[config.mk]
export PLATFORM = sky130hd
export DESIGN_NAME = linear_interp_resampler_flat
export DESIGN_NICKNAME = d
export VERILOG_FILES = /design/src/rtl/lir_pkg.sv /design/src/rtl/lir_frame_if.sv /design/src/rtl/lir_result_if.sv /design/src/rtl/lir_lane.sv /design/src/rtl/lir_merge.sv /design/src/rtl/linear_interp_resampler.sv /design/src/flat_wrapper.sv
export VERILOG_INCLUDE_DIRS = /design/src /design/src/rtl
export SDC_FILE = /design/constraint.sdc
export NUM_CORES = 2
export LEC_CHECK = 0
export ABC_AREA = 1
export CORE_UTILIZATION = 55
export CTS_CLUSTER_SIZE = 28
export DETAILED_ROUTE_END_ITERATION = 6
export DONT_BUFFER_PORTS = 1
export PLACE_DENSITY = 0.79
export SYNTH_ARGS = -nofsm -noshare
export SYNTH_HDL_FRONTEND = slang
export SYNTH_SLANG_ARGS = --single-unit
[constraint.sdc]
create_clock -name clk -period 13.8 [get_ports clk]
set_input_delay 2.07 -clock clk [delete_from_list [all_inputs] [get_ports clk]]
set_output_delay 2.07 -clock clk [all_outputs]
set_load 0.02 [all_outputs]
[src/rtl/linear_interp_resampler_assert.svh]
// assertion helpers used by the resampler top module
`ifndef LINEAR_INTERP_RESAMPLER_ASSERT_SVH
`define LINEAR_INTERP_RESAMPLER_ASSERT_SVH

// same-cycle implication, checked outside reset
`define LIR_ASSERT_IMP(label, ante, cons) \
  label: assert property (@(posedge clk) disable iff (rst) (ante) |-> (cons)) \
    else $error("resampler check failed");

// next-cycle implication, checked outside reset
`define LIR_ASSERT_NXT(label, ante, cons) \
  label: assert property (@(posedge clk) disable iff (rst) (ante) |=> (cons)) \
    else $error("resampler check failed");

`endif

[src/rtl/lir_pkg.sv]
package lir_pkg;

  localparam int SAMPLE_W   = 16;
  localparam int POS_W      = 25;
  localparam int NCH_W      = 3;
  localparam int LANES      = 4;
  localparam int CFG_IDX_W  = 2;
  localparam int CFG_DATA_W = 25;
  localparam int PROD_W     = 34;

  typedef logic signed [SAMPLE_W-1:0] sample_t;
  typedef logic [POS_W-1:0]           pos_t;
  typedef logic [NCH_W-1:0]           nch_t;

  // register indexes
  localparam logic [CFG_IDX_W-1:0] REG_STEP     = 2'd0;
  localparam logic [CFG_IDX_W-1:0] REG_CHANNELS = 2'd1;

  // position and step constants, Q9.16
  localparam pos_t ONE_Q16    = 25'd65536;
  localparam pos_t STEP_MIN   = 25'd1024;
  localparam pos_t STEP_MAX   = 25'd16777216;
  localparam pos_t STEP_RESET = 25'd65536;
  localparam nch_t NCH_RESET  = 3'd2;

  // control carried alongside the lane multiply stage
  typedef struct packed {
    logic valid;
    logic last;
  } ctl_t;

endpackage

[src/rtl/lir_frame_if.sv]
interface lir_frame_if import lir_pkg::*; ();
  logic    valid;
  logic    ready;
  sample_t sample_0;
  sample_t sample_1;
  sample_t sample_2;
  sample_t sample_3;

  modport source (output valid, output sample_0, output sample_1, output sample_2,
                  output sample_3, input ready);
  modport sink (input valid, input sample_0, input sample_1, input sample_2,
                input sample_3, output ready);
endinterface

[src/rtl/lir_result_if.sv]
interface lir_result_if import lir_pkg::*; ();
  logic    valid;
  logic    ready;
  sample_t out_0;
  sample_t out_1;
  sample_t out_2;
  sample_t out_3;
  logic    last_of_run;

  modport source (output valid, output out_0, output out_1, output out_2, output out_3,
                  output last_of_run, input ready);
  modport sink (input valid, input out_0, input out_1, input out_2, input out_3,
                input last_of_run, output ready);
endinterface

[src/rtl/lir_lane.sv]
module lir_lane import lir_pkg::*; (
  input  logic                clk,
  input  logic                en,
  input  sample_t             prev,
  input  sample_t             cur,
  input  logic [SAMPLE_W-1:0] pos,
  output sample_t             res
);

  logic signed [SAMPLE_W:0]   diff;
  logic signed [PROD_W-1:0]   prod_full;
  logic signed [PROD_W-1:0]   prod;
  sample_t                    prev_q;
  logic signed [PROD_W-1:0]   rnd;
  logic signed [SAMPLE_W:0]   quo;
  logic signed [SAMPLE_W:0]   sum;

  // stage one: difference times fractional position
  assign diff      = {cur[SAMPLE_W-1], cur} - {prev[SAMPLE_W-1], prev};
  assign prod_full = PROD_W'($signed({1'b0, pos})) * PROD_W'(diff);

  always_ff @(posedge clk) begin
    if (en) begin
      prod   <= prod_full;
      prev_q <= prev;
    end
  end

  // stage two: round to nearest, ties up, and add back the previous sample
  assign rnd = prod + PROD_W'(32768);
  assign quo = $signed(rnd[PROD_W-2:SAMPLE_W]);
  assign sum = {prev_q[SAMPLE_W-1], prev_q} + quo;
  assign res = sum[SAMPLE_W-1:0];

endmodule

[src/rtl/lir_merge.sv]
module lir_merge import lir_pkg::*; #(
  parameter int CHANNELS = 2
) (
  input  logic         clk,
  input  logic         rst,
  input  sample_t      lane_res [CHANNELS],
  input  ctl_t         ctl,
  input  nch_t         nch,
  output logic         adv,
  lir_result_if.source result
);

  sample_t merged [LANES];

  // pipeline moves when the output register is free or being drained
  assign adv = !result.valid || result.ready;

  // inactive and absent channels read as zero
  for (genvar j = 0; j < LANES; j++) begin : g_mask
    if (j < CHANNELS) begin : g_live
      assign merged[j] = (NCH_W'(j) < nch) ? lane_res[j] : '0;
    end else begin : g_none
      assign merged[j] = '0;
    end
  end

  // output register
  always_ff @(posedge clk) begin
    if (rst) begin
      result.valid <= 1'b0;
    end else if (adv) begin
      result.valid <= ctl.valid;
    end
  end

  always_ff @(posedge clk) begin
    if (adv) begin
      result.out_0       <= merged[0];
      result.out_1       <= merged[1];
      result.out_2       <= merged[2];
      result.out_3       <= merged[3];
      result.last_of_run <= ctl.last;
    end
  end

endmodule

[src/rtl/linear_interp_resampler.sv]
// Linear-interpolation sample-rate converter: one multichannel frame per
// request in, zero or more interpolated frames out (prev + pos*(cur-prev),
// rounded), with last_of_run on the final output of each input frame. The
// first frame after reset primes the previous-frame store. An input frame
// causes n (0 to 64) outputs: the block takes the frame, gives one output per
// cycle while the Q9.16 read position stays below one and the output side
// keeps up, then wraps the position and retires the frame before it takes
// the next. Each channel has its own lane with a two-stage multiply and round
// pipeline; output stalls hold the whole pipe. The user writes step (register
// 0) and channels_in_use (register 1) through the wr_en/wr_index/wr_data port
// only while the block is idle; the block itself does not enforce this.
module linear_interp_resampler import lir_pkg::*; #(
  parameter int CHANNELS = 2
) (
  input  logic                  clk,
  input  logic                  rst,
  input  logic                  wr_en,
  input  logic [CFG_IDX_W-1:0]  wr_index,
  input  logic [CFG_DATA_W-1:0] wr_data,
  lir_frame_if.sink             frame,
  lir_result_if.source          result
);

  `include "linear_interp_resampler_assert.svh"

  localparam logic ST_IDLE = 1'b0;
  localparam logic ST_RUN  = 1'b1;

  logic    state;
  pos_t    step;
  nch_t    channels_in_use;
  pos_t    pos;
  logic    primed;
  sample_t prev [CHANNELS];
  sample_t cur [CHANNELS];
  sample_t smp [LANES];
  sample_t lane_res [CHANNELS];
  ctl_t    ctl_s1;

  pos_t    st;
  nch_t    nch;
  pos_t    pos_sum;
  logic    accept;
  logic    issue;
  logic    issue_last;
  logic    adv;

  assign smp[0] = frame.sample_0;
  assign smp[1] = frame.sample_1;
  assign smp[2] = frame.sample_2;
  assign smp[3] = frame.sample_3;

  // configuration registers
  always_ff @(posedge clk) begin
    if (rst) begin
      step            <= STEP_RESET;
      channels_in_use <= NCH_RESET;
    end else if (wr_en) begin
      unique case (wr_index)
        REG_STEP:     step            <= wr_data[POS_W-1:0];
        REG_CHANNELS: channels_in_use <= wr_data[NCH_W-1:0];
        default:      ;
      endcase
    end
  end

  // clamp step and channel count
  always_comb begin
    if (step < STEP_MIN) begin
      st = STEP_MIN;
    end else if (step > STEP_MAX) begin
      st = STEP_MAX;
    end else begin
      st = step;
    end
    if (channels_in_use == '0) begin
      nch = NCH_W'(1);
    end else if (channels_in_use > NCH_W'(CHANNELS)) begin
      nch = NCH_W'(CHANNELS);
    end else begin
      nch = channels_in_use;
    end
  end

  // handshake and issue decisions
  assign frame.ready = (state == ST_IDLE);
  assign accept      = frame.valid && frame.ready;
  assign pos_sum     = pos + st;
  assign issue       = (state == ST_RUN) && (pos < ONE_Q16) && adv;
  assign issue_last  = (pos_sum >= ONE_Q16);

  // sequencer: take a frame, walk the position, retire the frame
  always_ff @(posedge clk) begin
    if (rst) begin
      state  <= ST_IDLE;
      pos    <= '0;
      primed <= 1'b0;
    end else begin
      unique case (state)
        ST_IDLE: begin
          if (accept) begin
            state  <= ST_RUN;
            primed <= 1'b1;
          end
        end
        ST_RUN: begin
          if (pos >= ONE_Q16) begin
            pos   <= pos - ONE_Q16;
            state <= ST_IDLE;
          end else if (issue) begin
            pos <= pos_sum;
          end
        end
        default: state <= ST_IDLE;
      endcase
    end
  end

  // frame stores
  always_ff @(posedge clk) begin
    for (int c = 0; c < CHANNELS; c++) begin
      if (accept) begin
        cur[c] <= smp[c];
        if (!primed) begin
          prev[c] <= smp[c];
        end
      end else if (state == ST_RUN && pos >= ONE_Q16) begin
        prev[c] <= cur[c];
      end
    end
  end

  // control beside the multiply stage
  always_ff @(posedge clk) begin
    if (rst) begin
      ctl_s1 <= '0;
    end else if (adv) begin
      ctl_s1.valid <= issue;
      ctl_s1.last  <= issue_last;
    end
  end

  // one interpolation lane per channel
  for (genvar g = 0; g < CHANNELS; g++) begin : g_lane
    lir_lane u_lane (
      .clk  (clk),
      .en   (adv),
      .prev (prev[g]),
      .cur  (cur[g]),
      .pos  (pos[SAMPLE_W-1:0]),
      .res  (lane_res[g])
    );
  end

  // combine lanes into the output register
  lir_merge #(.CHANNELS(CHANNELS)) u_merge (
    .clk      (clk),
    .rst      (rst),
    .lane_res (lane_res),
    .ctl      (ctl_s1),
    .nch      (nch),
    .adv      (adv),
    .result   (result)
  );

  // position stays within one step of the frame boundary between frames
  `LIR_ASSERT_IMP(a_idle_pos, state == ST_IDLE, pos <= STEP_MAX)
  // an output not flagged last is followed by another output of the same frame
  `LIR_ASSERT_NXT(a_not_last, issue && !issue_last, state == ST_RUN && pos < ONE_Q16)
  // any accepted frame leaves the store primed
  `LIR_ASSERT_NXT(a_primed, accept, primed && state == ST_RUN)

endmodule
[src/flat_wrapper.sv]
// flat-port wrapper written by rule: the top's interface ports become plain ports
module linear_interp_resampler_flat import lir_pkg::*;
#(
  parameter int CHANNELS = 2
)
  (clk, rst, wr_en, wr_index, wr_data, frame_valid, frame_sample_0, frame_sample_1, frame_sample_2, frame_sample_3, frame_ready, result_valid, result_out_0, result_out_1, result_out_2, result_out_3, result_last_of_run, result_ready);
  lir_frame_if frame_i ();
  lir_result_if result_i ();
  input  logic clk;
  input  logic rst;
  input  logic wr_en;
  input  logic [CFG_IDX_W-1:0] wr_index;
  input  logic [CFG_DATA_W-1:0] wr_data;
  input wire logic [$bits(frame_i.valid)-1:0] frame_valid;
  input wire logic [$bits(frame_i.sample_0)-1:0] frame_sample_0;
  input wire logic [$bits(frame_i.sample_1)-1:0] frame_sample_1;
  input wire logic [$bits(frame_i.sample_2)-1:0] frame_sample_2;
  input wire logic [$bits(frame_i.sample_3)-1:0] frame_sample_3;
  output wire logic [$bits(frame_i.ready)-1:0] frame_ready;
  output wire logic [$bits(result_i.valid)-1:0] result_valid;
  output wire logic [$bits(result_i.out_0)-1:0] result_out_0;
  output wire logic [$bits(result_i.out_1)-1:0] result_out_1;
  output wire logic [$bits(result_i.out_2)-1:0] result_out_2;
  output wire logic [$bits(result_i.out_3)-1:0] result_out_3;
  output wire logic [$bits(result_i.last_of_run)-1:0] result_last_of_run;
  input wire logic [$bits(result_i.ready)-1:0] result_ready;
  assign frame_i.valid = frame_valid;
  assign frame_i.sample_0 = frame_sample_0;
  assign frame_i.sample_1 = frame_sample_1;
  assign frame_i.sample_2 = frame_sample_2;
  assign frame_i.sample_3 = frame_sample_3;
  assign frame_ready = frame_i.ready;
  assign result_valid = result_i.valid;
  assign result_out_0 = result_i.out_0;
  assign result_out_1 = result_i.out_1;
  assign result_out_2 = result_i.out_2;
  assign result_out_3 = result_i.out_3;
  assign result_last_of_run = result_i.last_of_run;
  assign result_i.ready = result_ready;
  linear_interp_resampler #(.CHANNELS(CHANNELS)) u_core (.clk(clk), .rst(rst), .wr_en(wr_en), .wr_index(wr_index), .wr_data(wr_data), .frame(frame_i), .result(result_i));
endmodule
==> impl_metrics.csv <==
group,metric,value,unit
setup_path,worst-endpoint-required,14.11,ns
setup_path,cp-end-kind,"flop",
floorplanning,io_pins,163,
detailed_routing,detail_route.drc_violations,0,
logic_synthesis,netlist.area_leader.share,26.4,%
setup_path,critPathLaunch,"u_core.cur[0][0]",
detailed_routing,routed_wl,83.1,mm
clock_tree,clock_tree.buffer_depth,3,
detailed_routing,vias,26000,
placement,gp_congestion,0.974,
timing,timing_hold_violations_final,0,
timing,rsz0062_at_grt,"false",
timing,worstMarginPinSlew,1.12,ns
logic_synthesis,ys_ff_latch,220,
cells_and_area,footprint_of_the_multi_input_gates,22000,um2
timing,final_min_period_over_clock_period,56.4,%
detailed_routing,viasPerCell,5.50,
clock_tree,cts.hold.buffers_added,0,
cells_and_area,fin_nets,4787,
detailed_routing,postRouteAntennaNets,0,
logic_synthesis,async_flop_share,0,%
timing,slew_violations,0,
grt,gr-total-overflow,0,
detailed_routing,routedWlPerCell,17.6,um
timing,maximum_frequency_from_static_timing_analysis,129,MHz
timing,finalSetupTns,0,ns
logic_synthesis,synth-warning-count,0,
setup_path,path_depth,27,
grt,antenna_violations_before_repair,0,
logic_synthesis,dominantRegCellSynth,"edfxtp_1",
floorplanning,core-area,56900,um2
logic_synthesis,netlist_area,32000,um2
floorplanning,floorplan.die.height,243,um
timing,setup_viol_count_final,0,
placement,dp_hpwl,65.7,mm
cells_and_area,register_area,6040,um2
setup_path,timing.critical_path.slowest_stage_cell,"xor2_1",
setup_path,critical_setup_path_kind,"reg -> reg",
clock_tree,cts_resized,0,
min_path,timing.hold.worst_path_depth,0,
logic_synthesis,avgSynthCellArea,7.98,um2
clock_tree,clock_latency,0.60,ns
logic_synthesis,synth_enable_flop_cells,163,
setup_path,regToRegStartpoint,"u_core.cur[0][0]",
setup_path,critical-path-max-stage-delay,0.89,ns
logic_synthesis,netlist-cell-type-count,62,
timing,slew_headroom,25.2,%
logic_synthesis,netlist.top_cell.by_area,"fa_1",
detailed_routing,first_iter_violations,2217,
setup_path,timing.critical_path.max_delay_family,"adder cells",
timing,min_period,7.78,ns
grt,grt_max_degree,73,
cells_and_area,num_antenna_cells,0,
run,maxCapViolations,0,
clock_tree,cts_inserted_buffers,25,
clock_tree,clock_tree.root_cell,"clkbuf_16",
floorplanning,std_cell_rows,87,
placement,placement.io_buffers,0,
clock_tree,cts_tree,"done",
logic_synthesis,library_cell_with_the_highest_instance_count_after_synthesis,"inv_1",
clock_tree,htree_num_levels,1,
grt,wire_length_of_the_first_global_routing_pass,134,mm
setup_path,timing.critical_path.arrival,8.09,ns
setup_path,reg2reg_depth,27,
min_path,min-delay-path-class,"reg -> reg",
cells_and_area,area.growth.synth_to_final,4.11,%
grt,groute.usage.overall,28.7,%
cells_and_area,n_fill_cell,5083,
cells_and_area,layout-drive-gt1-share,3.60,%
logic_synthesis,post_synth_inst_count,4007,
detailed_routing,dr.pass1.iters,6,
clock_tree,postCtsSetupBuffers,0,
floorplanning,initial_utilization,56.1,%
floorplanning,dieArea,59100,um2
setup_path,start_kind,"flop",
status,run_status,"completed",
min_path,timing.hold.worst.start,"u_core.ctl_s1[0]",
logic_synthesis,post_synth_main_area_contributors,"fa_1 (26%), edfxtp_1 (15%), ha_1 (12%), inv_1 (10%), nand2_1 (9.9%)",
logic_synthesis,most_used_standard_cells_in_the_synthesized_netlist,"inv_1 (864), nand2_1 (842), fa_1 (421), nor2_1 (401), ha_1 (316)",
grt,first_global_vias,26000,
setup_path,critPathBufInv,7,
logic_synthesis,yosysSeqAreaShare,18.9,%
clock_tree,clock-sinks,220,
setup_path,top_fanout_value_on_the_critical_path,9,
clock_tree,clk_pin_slew_worst_setup_hold_paths,0.06,ns
timing,clock_skew,0.0342,ns
floorplanning,chipWidth,243,um
-- cell type report --
type	instances	area share, %
Timing Repair Buffer	25	0.564
Inverter	886	10.0
Tap cell	756	2.84
Sequential cell	220	18.1
Clock buffer	29	1.92
Multi-Input combinational cell	2796	66.2
Clock inverter	13	0.323
-- flip-flops by register name, summed over array words and instances, names as in the netlist, 2 cells and up --
register,cells
u_core.channels_in_use,2
u_core.ctl_s1,2
u_core.cur,32
u_core.g_lane.u_lane.prev_q,32
u_core.g_lane.u_lane.prod,34
u_core.pos,25
u_core.prev,32
u_core.step,25
u_core.u_merge.result.out_0,16
u_core.u_merge.result.out_1,16
-- worst paths after layout --
kind                                                          end  slack (ns)
worst min register to register  u_core.u_merge.result.last_of_run        0.43
worst min-delay path            u_core.u_merge.result.last_of_run        0.43
worst max-delay path             u_core.g_lane[0].u_lane.prod[30]        6.02
worst max register to register   u_core.g_lane[0].u_lane.prod[30]        6.02
-- layer usage --
| metal | share of wire [%] | track usage, % |
|---|---|---|
| met5 | 0 | 0 |
| met4 | 4.4 | 11.1 |
| met3 | 9.9 | 6.14 |
| met2 | 45 | 46.0 |
| met1 | 41 | 37.9 |
-- cell usage in the layout, fill, tap and decap left out, types with 5 or more instances in the layout --
cell / synthesis / routed
nor2_1: 401 / 400
nand3_2: 7 / 7
nor4_1: 7 / 7
o211ai_1: 6 / 6
nand3b_1: 5 / 5
inv_1: 864 / 863
fa_1: 421 / 421
nand3_1: 178 / 178
a31oi_1: 11 / 10
conb_1: 1 / 32
nor3_2: 6 / 6
or2_1: 5 / 5
a211oi_1: 6 / 6
ha_1: 316 / 316
edfxtp_1: 163 / 163
or2_2: 11 / 11
nand4_1: 31 / 31
clkinv_1: 3 / 9
nor3_1: 34 / 34
a21o_1: 12 / 12
dfxtp_1: 57 / 57
xor2_1: 66 / 66
o21bai_1: 11 / 11
buf_4: 36 / 25
clkbuf_16: 0 / 25
o21a_1: 5 / 5
o21ai_0: 104 / 104
inv_2: 18 / 18
a21boi_0: 7 / 7
nand2_2: 10 / 10
a21oi_1: 180 / 180
xnor2_1: 28 / 28
nand2_1: 842 / 842
o21ai_1: 6 / 6
-- stage by stage --
stage	worst slack (ns)	hold WS (ns)	utilization [%]	instances	area, um2
floorplan	7.25	0.403	-	4038	32100
global placement	6.21	0.406	57.1	4683	32500
detailed placement	6.13	0.430	57.1	4683	32500
CTS	6.11	0.430	58.5	4725	33300
global route	5.65	0.444	58.5	4725	33300
finish	6.02	0.426	58.5	4725	33300
-- worst reg2reg max path: cells and delay by family (launching register included) --
kind	cells	cell delay, ns
AOI/OAI and AO/OA	2	0.35
buffers and inverters	7	0.69
adders and majority gates	9	3.75
DFF	1	0.36
and+or+nand+nor	7	1.29
xor gates and xnor gates	2	1.06
-- cell families after synthesis --
logic type	synth area share (%)
buffers and inverters	12.6
adder cells (fa/ha/maj)	38.7
AND/OR/NAND/NOR	20.2
flip-flops	18.9
AO/OA/AOI/OAI	6.69
XOR/XNOR	2.82
other	0.0117
Power is not shown: default switching activity piles up to over one toggle a cycle in this logic, so the estimate is an artifact.
